===== src/hdl/wscfr_pkg.sv =====
// Shared types and codes for the websocket client frame receiver.
package wscfr_pkg;

	typedef struct packed {
		logic [7:0] rx_byte;
		logic       local_closing;
	} in_word_t;

	typedef struct packed {
		logic        has_byte;
		logic [7:0]  payload_byte;
		logic        byte_is_control;
		logic [2:0]  event_res;
		logic        message_binary;
		logic [15:0] close_code;
		logic        echo_close;
		logic [3:0]  error_code;
	} out_word_t;

	localparam logic [2:0] EV_NONE  = 3'd0;
	localparam logic [2:0] EV_MSG   = 3'd1;
	localparam logic [2:0] EV_PING  = 3'd2;
	localparam logic [2:0] EV_PONG  = 3'd3;
	localparam logic [2:0] EV_CLOSE = 3'd4;
	localparam logic [2:0] EV_ERR   = 3'd5;

	localparam logic [3:0] ERR_NONE       = 4'd0;
	localparam logic [3:0] ERR_RSV        = 4'd1;
	localparam logic [3:0] ERR_MASKED     = 4'd2;
	localparam logic [3:0] ERR_RSVD_OP    = 4'd3;
	localparam logic [3:0] ERR_BAD_OP     = 4'd4;
	localparam logic [3:0] ERR_CTRL       = 4'd5;
	localparam logic [3:0] ERR_MINLEN     = 4'd6;
	localparam logic [3:0] ERR_LEN        = 4'd7;
	localparam logic [3:0] ERR_CONT       = 4'd8;
	localparam logic [3:0] ERR_INTERLEAVE = 4'd9;
	localparam logic [3:0] ERR_SIZE       = 4'd10;
	localparam logic [3:0] ERR_SHORT      = 4'd11;
	localparam logic [3:0] ERR_CODE       = 4'd12;

	localparam logic [3:0] OP_CONT   = 4'd0;
	localparam logic [3:0] OP_BINARY = 4'd2;
	localparam logic [3:0] OP_CLOSE  = 4'd8;
	localparam logic [3:0] OP_PING   = 4'd9;
	localparam logic [3:0] OP_PONG   = 4'd10;

	localparam logic [1:0] FRAG_NONE = 2'd0;

	localparam logic [15:0] CODE_NONE   = 16'd1005;
	localparam logic [15:0] CODE_1006   = 16'd1006;
	localparam logic [15:0] CODE_1013   = 16'd1013;
	localparam logic [15:0] CODE_1015   = 16'd1015;
	localparam logic [15:0] CODE_3000   = 16'd3000;
	localparam logic [15:0] CODE_5000   = 16'd5000;

	localparam logic [31:0] MAX_MSG_RESET = 32'd8388608;

endpackage


===== src/hdl/wscfr_parse.sv =====
// Frame parser: header checks, fragment tracking and per-word result build.
module wscfr_parse (
	input  logic                clk,
	input  logic                arst_n,
	input  logic                step,
	input  wscfr_pkg::in_word_t word_s1,
	input  logic [31:0]         max_bytes,
	output logic                res_valid,
	output wscfr_pkg::out_word_t res
);

	typedef enum logic [1:0] {
		PH_HDR0,
		PH_HDR1,
		PH_EXT,
		PH_PAY
	} phase_t;

	phase_t      phase_q, phase_n;
	logic [3:0]  opcode_q, opcode_n;
	logic        fin_q, fin_n;
	logic        rsv_q, rsv_n;
	logic [63:0] acc_q, acc_n;
	logic [2:0]  ext_left_q, ext_left_n;
	logic        ext_long_q, ext_long_n;
	logic [31:0] rem_q, rem_n;
	logic [31:0] msg_q, msg_n;
	logic [1:0]  frag_q, frag_n;
	logic [6:0]  cnt_q, cnt_n;
	logic [15:0] ccode_q, ccode_n;
	logic        halted_q, halted_n;

	logic [7:0]  b;
	logic [6:0]  len7;
	logic [63:0] acc_sh;
	logic        hdr_fin, frm_fin;
	logic [63:0] hdr_len;
	logic [32:0] msg_sum;
	logic [3:0]  kind;
	logic [15:0] code;

	always_comb begin
		phase_n    = phase_q;
		opcode_n   = opcode_q;
		fin_n      = fin_q;
		rsv_n      = rsv_q;
		acc_n      = acc_q;
		ext_left_n = ext_left_q;
		ext_long_n = ext_long_q;
		rem_n      = rem_q;
		msg_n      = msg_q;
		frag_n     = frag_q;
		cnt_n      = cnt_q;
		ccode_n    = ccode_q;
		halted_n   = halted_q;
		res        = '0;
		hdr_fin    = 1'b0;
		frm_fin    = 1'b0;
		hdr_len    = '0;
		msg_sum    = '0;
		kind       = '0;
		code       = wscfr_pkg::CODE_NONE;
		b          = word_s1.rx_byte;
		len7       = b[6:0];
		acc_sh     = {acc_q[55:0], b};

		unique case (phase_q)
			PH_HDR0: begin
				opcode_n = b[3:0];
				fin_n    = b[7];
				rsv_n    = |b[6:4];
				phase_n  = PH_HDR1;
			end
			PH_HDR1: begin
				if (rsv_q) begin
					res.error_code = wscfr_pkg::ERR_RSV;
				end else if (b[7]) begin
					res.error_code = wscfr_pkg::ERR_MASKED;
				end else if (opcode_q > wscfr_pkg::OP_BINARY && opcode_q < wscfr_pkg::OP_CLOSE) begin
					res.error_code = wscfr_pkg::ERR_RSVD_OP;
				end else if (opcode_q > wscfr_pkg::OP_PONG) begin
					res.error_code = wscfr_pkg::ERR_BAD_OP;
				end else if (opcode_q >= wscfr_pkg::OP_CLOSE && (len7 > 7'd125 || !fin_q)) begin
					res.error_code = wscfr_pkg::ERR_CTRL;
				end else if (len7 == 7'd126) begin
					acc_n      = '0;
					ext_left_n = 3'd1;
					ext_long_n = 1'b0;
					phase_n    = PH_EXT;
				end else if (len7 == 7'd127) begin
					acc_n      = '0;
					ext_left_n = 3'd7;
					ext_long_n = 1'b1;
					phase_n    = PH_EXT;
				end else begin
					hdr_fin = 1'b1;
					hdr_len = {57'd0, len7};
				end
			end
			PH_EXT: begin
				acc_n = acc_sh;
				if (ext_left_q != 3'd0) begin
					ext_left_n = ext_left_q - 3'd1;
				end else if (!ext_long_q) begin
					if (acc_sh[15:0] < 16'd126) begin
						res.error_code = wscfr_pkg::ERR_MINLEN;
					end else begin
						hdr_fin = 1'b1;
						hdr_len = acc_sh;
					end
				end else begin
					if (acc_sh[63:16] == 48'd0 || acc_sh[63:62] != 2'd0) begin
						res.error_code = wscfr_pkg::ERR_LEN;
					end else begin
						hdr_fin = 1'b1;
						hdr_len = acc_sh;
					end
				end
			end
			PH_PAY: begin
				res.has_byte        = 1'b1;
				res.payload_byte    = b;
				res.byte_is_control = opcode_q >= wscfr_pkg::OP_CLOSE;
				if (res.byte_is_control) begin
					if (cnt_q == 7'd0) begin
						ccode_n = {b, 8'd0};
					end else if (cnt_q == 7'd1) begin
						ccode_n = {ccode_q[15:8], b};
					end
					if (cnt_q != 7'd127) begin
						cnt_n = cnt_q + 7'd1;
					end
				end else begin
					msg_n = msg_q + 32'd1;
				end
				if (rem_q != 32'd0) begin
					rem_n = rem_q - 32'd1;
				end
				frm_fin = rem_n == 32'd0;
			end
			default: begin
				phase_n = PH_HDR0;
			end
		endcase

		if (hdr_fin) begin
			msg_sum = {1'b0, msg_q} + {1'b0, hdr_len[31:0]};
			if (opcode_q < wscfr_pkg::OP_CLOSE && opcode_q == wscfr_pkg::OP_CONT &&
					frag_q == wscfr_pkg::FRAG_NONE) begin
				res.error_code = wscfr_pkg::ERR_CONT;
			end else if (opcode_q < wscfr_pkg::OP_CLOSE && opcode_q != wscfr_pkg::OP_CONT &&
					frag_q != wscfr_pkg::FRAG_NONE) begin
				res.error_code = wscfr_pkg::ERR_INTERLEAVE;
			end else if (opcode_q < wscfr_pkg::OP_CLOSE &&
					(hdr_len[63:32] != 32'd0 || msg_sum > {1'b0, max_bytes})) begin
				res.error_code = wscfr_pkg::ERR_SIZE;
			end else begin
				rem_n = hdr_len[31:0];
				cnt_n = '0;
				if (rem_n == 32'd0) begin
					frm_fin = 1'b1;
				end else begin
					phase_n = PH_PAY;
				end
			end
		end

		if (frm_fin) begin
			phase_n = PH_HDR0;
			if (opcode_q >= wscfr_pkg::OP_CLOSE) begin
				cnt_n = '0;
				if (opcode_q == wscfr_pkg::OP_PING) begin
					res.event_res = wscfr_pkg::EV_PING;
				end else if (opcode_q == wscfr_pkg::OP_PONG) begin
					res.event_res = wscfr_pkg::EV_PONG;
				end else if (cnt_q == 7'd1 && res.has_byte == 1'b0) begin
					res.error_code = wscfr_pkg::ERR_SHORT;
				end else begin
					if (res.has_byte) begin
						if (cnt_n == 7'd0 && cnt_q == 7'd0) begin
							code = wscfr_pkg::CODE_NONE;
						end
					end
					code = wscfr_pkg::CODE_NONE;
				end
			end
		end

		// Close frame completion needs the count as seen by the final byte.
		if (frm_fin && opcode_q == wscfr_pkg::OP_CLOSE) begin
			res.error_code = wscfr_pkg::ERR_NONE;
			code = wscfr_pkg::CODE_NONE;
			if (!hdr_fin && cnt_q == 7'd0) begin
				res.error_code = wscfr_pkg::ERR_SHORT;
			end else if (!hdr_fin) begin
				code = ccode_n;
				if (code == wscfr_pkg::CODE_1006 || code == wscfr_pkg::CODE_1015 ||
						(code > wscfr_pkg::CODE_1013 && code < wscfr_pkg::CODE_3000) ||
						code >= wscfr_pkg::CODE_5000) begin
					res.error_code = wscfr_pkg::ERR_CODE;
				end
			end
			if (res.error_code == wscfr_pkg::ERR_NONE) begin
				res.event_res  = wscfr_pkg::EV_CLOSE;
				res.close_code = code;
				res.echo_close = !word_s1.local_closing && code != wscfr_pkg::CODE_NONE;
				halted_n       = 1'b1;
			end
		end

		if (frm_fin && opcode_q < wscfr_pkg::OP_CLOSE) begin
			if (!fin_q) begin
				if (opcode_q != wscfr_pkg::OP_CONT) begin
					frag_n = opcode_q[1:0];
				end
			end else begin
				kind               = (opcode_q != wscfr_pkg::OP_CONT) ? opcode_q : {2'd0, frag_q};
				res.message_binary = kind == wscfr_pkg::OP_BINARY;
				res.event_res      = wscfr_pkg::EV_MSG;
				frag_n             = wscfr_pkg::FRAG_NONE;
				msg_n              = '0;
			end
		end

		if (res.error_code != wscfr_pkg::ERR_NONE) begin
			res.event_res = wscfr_pkg::EV_ERR;
			halted_n      = 1'b1;
		end

		res_valid = !halted_q && (res.has_byte || res.event_res != wscfr_pkg::EV_NONE);
	end

	always_ff @(posedge clk or negedge arst_n) begin
		if (!arst_n) begin
			phase_q    <= PH_HDR0;
			opcode_q   <= '0;
			fin_q      <= 1'b0;
			rsv_q      <= 1'b0;
			acc_q      <= '0;
			ext_left_q <= '0;
			ext_long_q <= 1'b0;
			rem_q      <= '0;
			msg_q      <= '0;
			frag_q     <= wscfr_pkg::FRAG_NONE;
			cnt_q      <= '0;
			ccode_q    <= '0;
			halted_q   <= 1'b0;
		end else if (step && !halted_q) begin
			phase_q    <= phase_n;
			opcode_q   <= opcode_n;
			fin_q      <= fin_n;
			rsv_q      <= rsv_n;
			acc_q      <= acc_n;
			ext_left_q <= ext_left_n;
			ext_long_q <= ext_long_n;
			rem_q      <= rem_n;
			msg_q      <= msg_n;
			frag_q     <= frag_n;
			cnt_q      <= cnt_n;
			ccode_q    <= ccode_n;
			halted_q   <= halted_n;
		end
	end

endmodule


===== src/hdl/wscfr_outreg.sv =====
// Output register: holds one result word until the receiver takes it.
module wscfr_outreg (
	input  logic                 clk,
	input  logic                 arst_n,
	input  logic                 load,
	input  wscfr_pkg::out_word_t load_word,
	output logic                 ready,
	output logic                 out_valid,
	input  logic                 out_stall,
	output wscfr_pkg::out_word_t out_word
);

	logic                 valid_q;
	wscfr_pkg::out_word_t word_q;

	assign ready     = !valid_q || !out_stall;
	assign out_valid = valid_q;
	assign out_word  = word_q;

	always_ff @(posedge clk or negedge arst_n) begin
		if (!arst_n) begin
			valid_q <= 1'b0;
		end else if (ready) begin
			valid_q <= load;
		end
	end

	always_ff @(posedge clk) begin
		if (ready && load) begin
			word_q <= load_word;
		end
	end

endmodule


===== src/hdl/websocket_client_frame_receiver_unit.sv =====
// Top level of the websocket client frame receiver.
// Usage:
//   in_valid/in_stall/in_word carry one received stream byte per word plus
//   the local-closing flag. out_valid/out_stall/out_word carry at most one
//   result word per input word: a payload byte, a frame event, or both.
//   cfg_valid/cfg_ready/cfg_data write the maximum message size in bytes;
//   cfg_ready is always high. Write it only while the block is idle.
//   A word passes from the input register to the output register.
//   Throughput: one input word per cycle while out_stall is low; all header,
//   length and limit checks run combinationally between the input register
//   and the output register.
//   Reset clears all parse state and sets the limit to 8388608 bytes.
//   After an error or a received close the block keeps accepting words but
//   gives no more results until reset.
//   When the receiver stalls, the output register holds its word and the
//   input register fills; in_stall rises once both are occupied.
module websocket_client_frame_receiver_unit (
	input  logic                 clk,
	input  logic                 arst_n,
	input  logic                 in_valid,
	output logic                 in_stall,
	input  wscfr_pkg::in_word_t  in_word,
	output logic                 out_valid,
	input  logic                 out_stall,
	output wscfr_pkg::out_word_t out_word,
	input  logic                 cfg_valid,
	output logic                 cfg_ready,
	input  logic [31:0]          cfg_data
);

	logic                 valid_s1;
	wscfr_pkg::in_word_t  word_s1;
	logic [31:0]          max_bytes_q;
	logic                 ready;
	logic                 advance;
	logic                 res_valid;
	wscfr_pkg::out_word_t res;

	assign cfg_ready = 1'b1;
	assign advance   = valid_s1 && ready;
	assign in_stall  = valid_s1 && !ready;

	always_ff @(posedge clk or negedge arst_n) begin
		if (!arst_n) begin
			valid_s1    <= 1'b0;
			max_bytes_q <= wscfr_pkg::MAX_MSG_RESET;
		end else begin
			if (in_valid && !in_stall) begin
				valid_s1 <= 1'b1;
			end else if (advance) begin
				valid_s1 <= 1'b0;
			end
			if (cfg_valid && cfg_ready) begin
				max_bytes_q <= cfg_data;
			end
		end
	end

	always_ff @(posedge clk) begin
		if (in_valid && !in_stall) begin
			word_s1 <= in_word;
		end
	end

	wscfr_parse u_parse (
		.clk       (clk),
		.arst_n    (arst_n),
		.step      (advance),
		.word_s1   (word_s1),
		.max_bytes (max_bytes_q),
		.res_valid (res_valid),
		.res       (res)
	);

	wscfr_outreg u_outreg (
		.clk       (clk),
		.arst_n    (arst_n),
		.load      (advance && res_valid),
		.load_word (res),
		.ready     (ready),
		.out_valid (out_valid),
		.out_stall (out_stall),
		.out_word  (out_word)
	);

endmodule


===== config.mk =====
export PLATFORM = sky130hd
export DESIGN_NAME = websocket_client_frame_receiver_unit
export DESIGN_NICKNAME = d
export VERILOG_FILES = /design/src/hdl/wscfr_pkg.sv /design/src/hdl/wscfr_parse.sv /design/src/hdl/wscfr_outreg.sv /design/src/hdl/websocket_client_frame_receiver_unit.sv
export SDC_FILE = /design/constraint.sdc
export NUM_CORES = 1
export LEC_CHECK = 0
export BUFFER_PORTS_ARGS = -buffer_cell sky130_fd_sc_hd__clkbuf_2
export CAP_MARGIN = 10
export CORE_MARGIN = 2
export CORE_UTILIZATION = 40
export DETAILED_ROUTE_END_ITERATION = 10
export PLACE_DENSITY = 0.52
export SETUP_SLACK_MARGIN = 0.1
export SYNTH_ARGS = -nofsm -noshare
export SYNTH_HDL_FRONTEND = slang
export SYNTH_SLANG_ARGS = --single-unit

===== constraint.sdc =====
create_clock -name clk -period 11 [get_ports clk]
set_clock_uncertainty 0.15 [all_clocks]
set_input_delay 2.2 -clock clk [delete_from_list [all_inputs] [get_ports clk]]
set_output_delay 2.2 -clock clk [all_outputs]
set_load 0.05 [all_outputs]

# Word level (Yosys, flattened, before mapping)

Cells that the tools add are included.
Widths: inputs -> output; s select.

Memories: 0
Input port bits: 46
Bits in read-only memories: 0
Output and inout port bits: 38
Bits in latches: 0
Word-level logic and storage cells: 267
Bits in registers: 236
RAM bits: 0

Add/subtract/negate cells: 5
Bitwise logic cells: 6
Reductions and logical operators: 67
Div/mod/pow operators: 0
Multiply operators: 0
Equality and inequality tests: 21
Muxes and demuxes: 132
Shift-type cells: 0
Magnitude comparators: 10

Operator list:

| kind                  | count |
|---|---|
| $mux 64               | 10 |
| $mux 56               | 7 |
| $mux 32               | 11 |
| $pmux 64 s2           | 1 |
| $pmux 56 s2           | 1 |
| $mux 16               | 6 |
| $mux 4                | 23 |
| $mux 7                | 10 |
| $logic_not 32->1      | 2 |
| $reduce_bool 32->1    | 2 |
| $mux 3                | 17 |
| $logic_not 48->1      | 1 |
| $add 32x32->33        | 1 |
| $gt 33x32->1          | 1 |
| $add 32x1->32 const B | 1 |
| $eq 16x10->1 const B  | 2 |
| $mux 2                | 16 |
| $sub 32x1->32 const B | 1 |
| $mux 1                | 24 |
| $logic_and 1x1->1     | 20 |
| $ge 16x13->1 const B  | 1 |
| $gt 16x10->1 const B  | 1 |
| $lt 16x12->1 const B  | 1 |
| $lt 16x7->1 const B   | 1 |
| other kinds (38)      | 80 |

# Logic depth before layout (Yosys ltp)

Word-level depth: 30
Mapped depth: 34
Mapped depth without buffers: 30

# By module

Synthesis repeated with hierarchy kept, for this count alone.

Cell total of the unflattened synthesis: 1,634
Area, all modules: 15,024.4 sq um

By module, submodules not included:

| module                               | area an instance (sq um) | cells an instance | times used |
|---|---|---|---|
| wscfr_parse                          | 12,238.0                 | 1,509             | 1 |
| websocket_client_frame_receiver_unit | 1,687.9                  | 86                | 1 |
| wscfr_outreg                         | 1,098.6                  | 39                | 1 |

# Worst setup path before layout

No wires, ideal clock.

Kind: reg-to-reg
Start: register u_parse.acc_q[40]
End: register u_outreg.word_q, in the netlist u_outreg.out_word[0] (enable)
Path buffers: 1
Arrival time: 8.006 ns
Path slack: 2.395 ns
Stages on the path, launching flop included: 30
Cells stage by stage: dfrtp_1 nor4_1 nand4_1 nor4_1 nor3_1 o21a_1 clkbuf_1 and2_1 ha_1 fa_1 a211o_1 nand4_1 a41o_1 a21o_1 o21a_1 o211ai_1 a41oi_1 o21ai_0 a21oi_1 xnor2_1 ha_1 a2111o_1 a21oi_1 o21ai_0 o31ai_1 a41oi_1 or3_1 o21ai_0 nor2_1 a31oi_1

Cells in the longest elaborated chain, start to end: 27
Elaborated cells on any way between the ends: 56
Those cells by class: 1 x add/sub; 1 x order compare; 37 x mux; 17 x reduce/logical

RTL lines:

| element                  | line                                       | text |
|---|---|---|
| start: declaration       | wscfr_parse.sv:23                          | `logic [63:0] acc_q, acc_n;` |
| start signal: assignment | wscfr_parse.sv:253                         | `acc_q <= acc_n;` |
| $logic_not 48->1         | wscfr_parse.sv:112                         | `if (acc_sh[63:16] == 48'd0 \|\| acc_sh[63:62] != 2'd0) begin` |
| $logic_or 1x1->1         | wscfr_parse.sv:112                         |  |
| $mux 64                  | wscfr_parse.sv:112                         |  |
| $mux 64                  | wscfr_parse.sv:104                         | `end else if (!ext_long_q) begin` |
| $mux 64                  | wscfr_parse.sv:102                         | `if (ext_left_q != 3'd0) begin` |
| $pmux 64 s2              | wscfr_parse.sv:67                          | `unique case (phase_q)` |
| $add 32x32->33           | wscfr_parse.sv:147                         | `msg_sum = {1'b0, msg_q} + {1'b0, hdr_len[31:0]};` |
| $gt 33x32->1             | wscfr_parse.sv:155                         | `(hdr_len[63:32] != 32'd0 \|\| msg_sum > {1'b0, max_bytes})) begin` |
| [11 not listed]          | n/a                                        |  |
| $mux 4                   | wscfr_parse.sv:190                         | `if (frm_fin && opcode_q == wscfr_pkg::OP_CLOSE) begin` |
| $reduce_bool 4->1        | wscfr_parse.sv:225                         | `if (res.error_code != wscfr_pkg::ERR_NONE) begin` |
| $mux 3 *                 | wscfr_parse.sv:225                         |  |
| $reduce_bool 3->1 *      | wscfr_parse.sv:230                         | `res_valid = !halted_q && (res.has_byte \|\| res.event_res != wscfr_pkg::EV_NONE);` |
| $logic_or 1x1->1 *       | wscfr_parse.sv:230                         |  |
| $logic_and 1x1->1 *      | wscfr_parse.sv:230                         |  |
| $logic_and 1x1->1 *      | websocket_client_frame_receiver_unit.sv:78 | `.load (advance && res_valid),` |
| $logic_and 1x1->1 *      | wscfr_outreg.sv:29                         | `if (ready && load) begin` |
| end signal: assignment   | wscfr_outreg.sv:30                         | `word_q <= load_word;` |
| end: declaration         | wscfr_outreg.sv:14                         | `wscfr_pkg::out_word_t word_q;` |

Every way passes the cells marked *; elsewhere a longest branch is shown, timed or not. The select of a mux whose other input is x is not followed.
A chain may end at the register's enable or synchronous reset.

# Worst setup path in the final report

Start: register u_parse.acc_q[48]
End: register u_outreg.word_q, in the netlist u_outreg.out_word[18] (enable)

Same word-level chain as after synthesis.

==> metrics.txt <==
clk root buf=clkbuf_16; leakage power=7.19 nW; drt first pass iters=7; GR Overflow Total=0; DP Wirelength=31,200 um; Post-Syn Area=0.0148 mm^2; Sum Neg Setup Slack=0 ns; Worst setup SP type=register; Tot GR Track Use=22.7%; vias in the first global route=12,500; Async SR Flop Fraction=81.4%; clk sinks=236; Post-Synthesis Cells=1,717; starting density of the core=40.6%; post-CTS setup buffers=0; WP data arrival=9.48 ns; total core area=0.0366 mm^2; Worst Setup End Kind=register; CTS tree=yes; reg-to-reg slack, setup=1.57 ns; Post-DRT Antenna Nets=0; DRC violations left=0; share of layout cells above drive strength 1=10.8%; Max FO, Critical Path=35; Syn Area/Cell=8.65 um^2; # hold bufs at CTS=0; Netlist cell types=83; total wire length=43,600 um; Non-Filler Instances=2,252; routability cong.=0.894; Final Setup Violations=0; TritonCTS Buffers=29; placed instance area=0.0157 mm^2; Power Total=0.00288 W; GRT Max-Usage Layer=met2; Max Transition Viols Final=0; Hold Fails Final Rpt=0; CP max stage cell=a31oi_4; r2r startpoint=u_parse.acc_q[48]; largest net degree at the start of global routing=113; crit path launch=u_parse.acc_q[48]; CTS resizes=0; Die W=197 um; R2R cell count=28; clk buf depth=3; routing usage on met2=36.5%; Area growth syn-to-layout=11.8%; slew margin rel.=25.1%; Post-synth EDFFs=44; met3 track demand over resource=2.84%; commonest non-fill, non-tap cell in the layout=nand2_1; total number of vias=12,900; grt met1 use=32.1%; global-route wire length before repair=70,000 um; worst path required time=11.04 ns; Hold WC Path Type=reg -> reg; Top FF cell, synth=dfrtp_1; most frequent cells in the layout=nand2_1, dfrtp_1, o21ai_0; Chip Height=197 um; # port buffers=82; Slew @ Worst Pin=1.12 ns; CP Class=reg -> reg; CP max stage delay=0.93 ns; fin area=0.0166 mm^2; CP Capture Point=u_outreg.out_word[18]; FMAX=0.106 GHz; worst reg2reg endpoint=u_outreg.out_word[18]; status=complete, no violations; RSZ-0062 raised after global routing=false; nets=1,884; Power Dens Cells=173 mW/mm^2; final clock period utilization by the worst path=85.8%; yosys warns=0; sequential area share after synthesis=41.3%; Seq cells post-synth=236; drt initial violations=858; cell mode on critical path=o21ai_0; Inst Count DP=2,198; worst vdd ir=0.146 mV; H-tree depth=1; wire length per cell=19.4 um; Rows=70; Inserted Diodes=0; final core utilization=45.4%; final-layout fill cell count=3,645; initial antenna violation count=1; die area=0.0387 mm^2; fin crit period=9.43 ns; max-cap viol count=0; drt via density=5.72; Clock transition at path regs=0.06 ns; Top Ports=84; Clk Latency, worst-skew pair=0.58 ns
-- flip-flops by register name, summed over array words and instances, names as in the netlist, 2 cells and up --
name                cells
u_parse.acc_q          56
u_outreg.out_word      35
max_bytes_q            32
u_parse.msg_q          32
u_parse.rem_q          32
u_parse.ccode_q        16
word_s1                 9
u_parse.cnt_q           7
u_parse.opcode_q        4
u_parse.ext_left_q      3
u_parse.frag_q          2
u_parse.phase_q         2
-- critical path, delay by kind of cell (launching register included) --
kind	cells	cell delay, ns
flops	1	0.38
compound gates	16	4.85
simple gates	8	2.63
xor+xnor	1	0.14
fa+ha+maj	3	0.89
-- worst min-delay path by stage --
stage	cells after the start	endpoint	from
finish	2	u_parse.acc_q[52]	u_parse.acc_q[52]
detailed placement	2	u_parse.acc_q[52]	u_parse.acc_q[52]
global placement	2	u_parse.acc_q[55]	u_parse.acc_q[55]
CTS	2	u_parse.acc_q[52]	u_parse.acc_q[52]
floorplan	2	u_parse.acc_q[48]	u_parse.acc_q[48]
global route	2	u_parse.acc_q[55]	u_parse.acc_q[55]
-- synthesized netlist by cell type (8+ instances only) --
master | n | area (um^2)
mux2_2 | 16 | 180
nand3_1 | 40 | 200
or2_2 | 9 | 56.3
o211ai_1 | 8 | 60.1
and4_1 | 9 | 78.8
inv_1 | 69 | 259
a211oi_1 | 8 | 60.1
a22oi_1 | 11 | 82.6
and2_1 | 54 | 338
a22o_1 | 9 | 78.8
buf_2 | 9 | 45.0
xor2_1 | 24 | 210
nor2_1 | 127 | 477
edfxtp_1 | 44 | 1320
dfrtp_1 | 191 | 4780
xnor2_1 | 42 | 368
clkbuf_1 | 76 | 285
nand2_1 | 249 | 935
nor3_1 | 44 | 220
o21a_1 | 12 | 90.1
or3_1 | 12 | 75.1
nand4_1 | 31 | 194
a21oi_1 | 93 | 465
a31oi_1 | 13 | 81.3
or4_1 | 8 | 60.1
ha_1 | 76 | 951
nor4_1 | 40 | 250
a21o_1 | 19 | 143
nand2b_1 | 17 | 106
o21ai_0 | 177 | 886
and3_1 | 21 | 131
nor2b_1 | 14 | 87.6
-- final cells by class --
type / count / area, um^2 / share of cell area [%]
Multi-Input combinational cell: 1323 / 8110 / 48.9
Sequential cell: 236 / 6130 / 36.9
Clock buffer: 46 / 820 / 4.94
Tap cell: 468 / 586 / 3.53
Timing Repair Buffer: 102 / 569 / 3.43
Inverter: 69 / 259 / 1.56
Clock inverter: 8 / 130 / 0.784
-- report_power, final --
group / internal, W / leakage [nW] / total, W / switching [W]
logic: 0.000228 / 3.81 / 0.000785 / 0.000557
clock network: 0.000579 / 0.447 / 0.000962 / 0.000383
registers: 0.00101 / 2.94 / 0.00113 / 0.000120
total: 0.00182 / 7.19 / 0.00288 / 0.00106
-- per-stage QoR --
stage	hold slack [ns]	setup WS, ns
global placement	0.321	1.64
finish	0.332	1.57
floorplan	0.300	2.40
detailed placement	0.323	1.51
CTS	0.335	1.47
global route	0.361	0.864
-- layer usage --
metal	up-vias	part of all wire, %
met3	77	4.3
met2	303	45
met5	-	0.044
met4	2	2.6
li1	6260	-
met1	6245	48
-- cell families after synthesis --
family | Yosys count | share of synthesized area, %
DFF | 236 | 41.3
adders and majority gates | 77 | 6.54
muxes | 22 | 1.62
and+or+nand+nor | 706 | 23.6
other | 2 | 0.0506
AOI/OAI and AO/OA | 448 | 18.7
buffers and inverters | 160 | 4.35
xor gates and xnor gates | 66 | 3.89
Note: power is estimated with default switching activity, not from simulation.
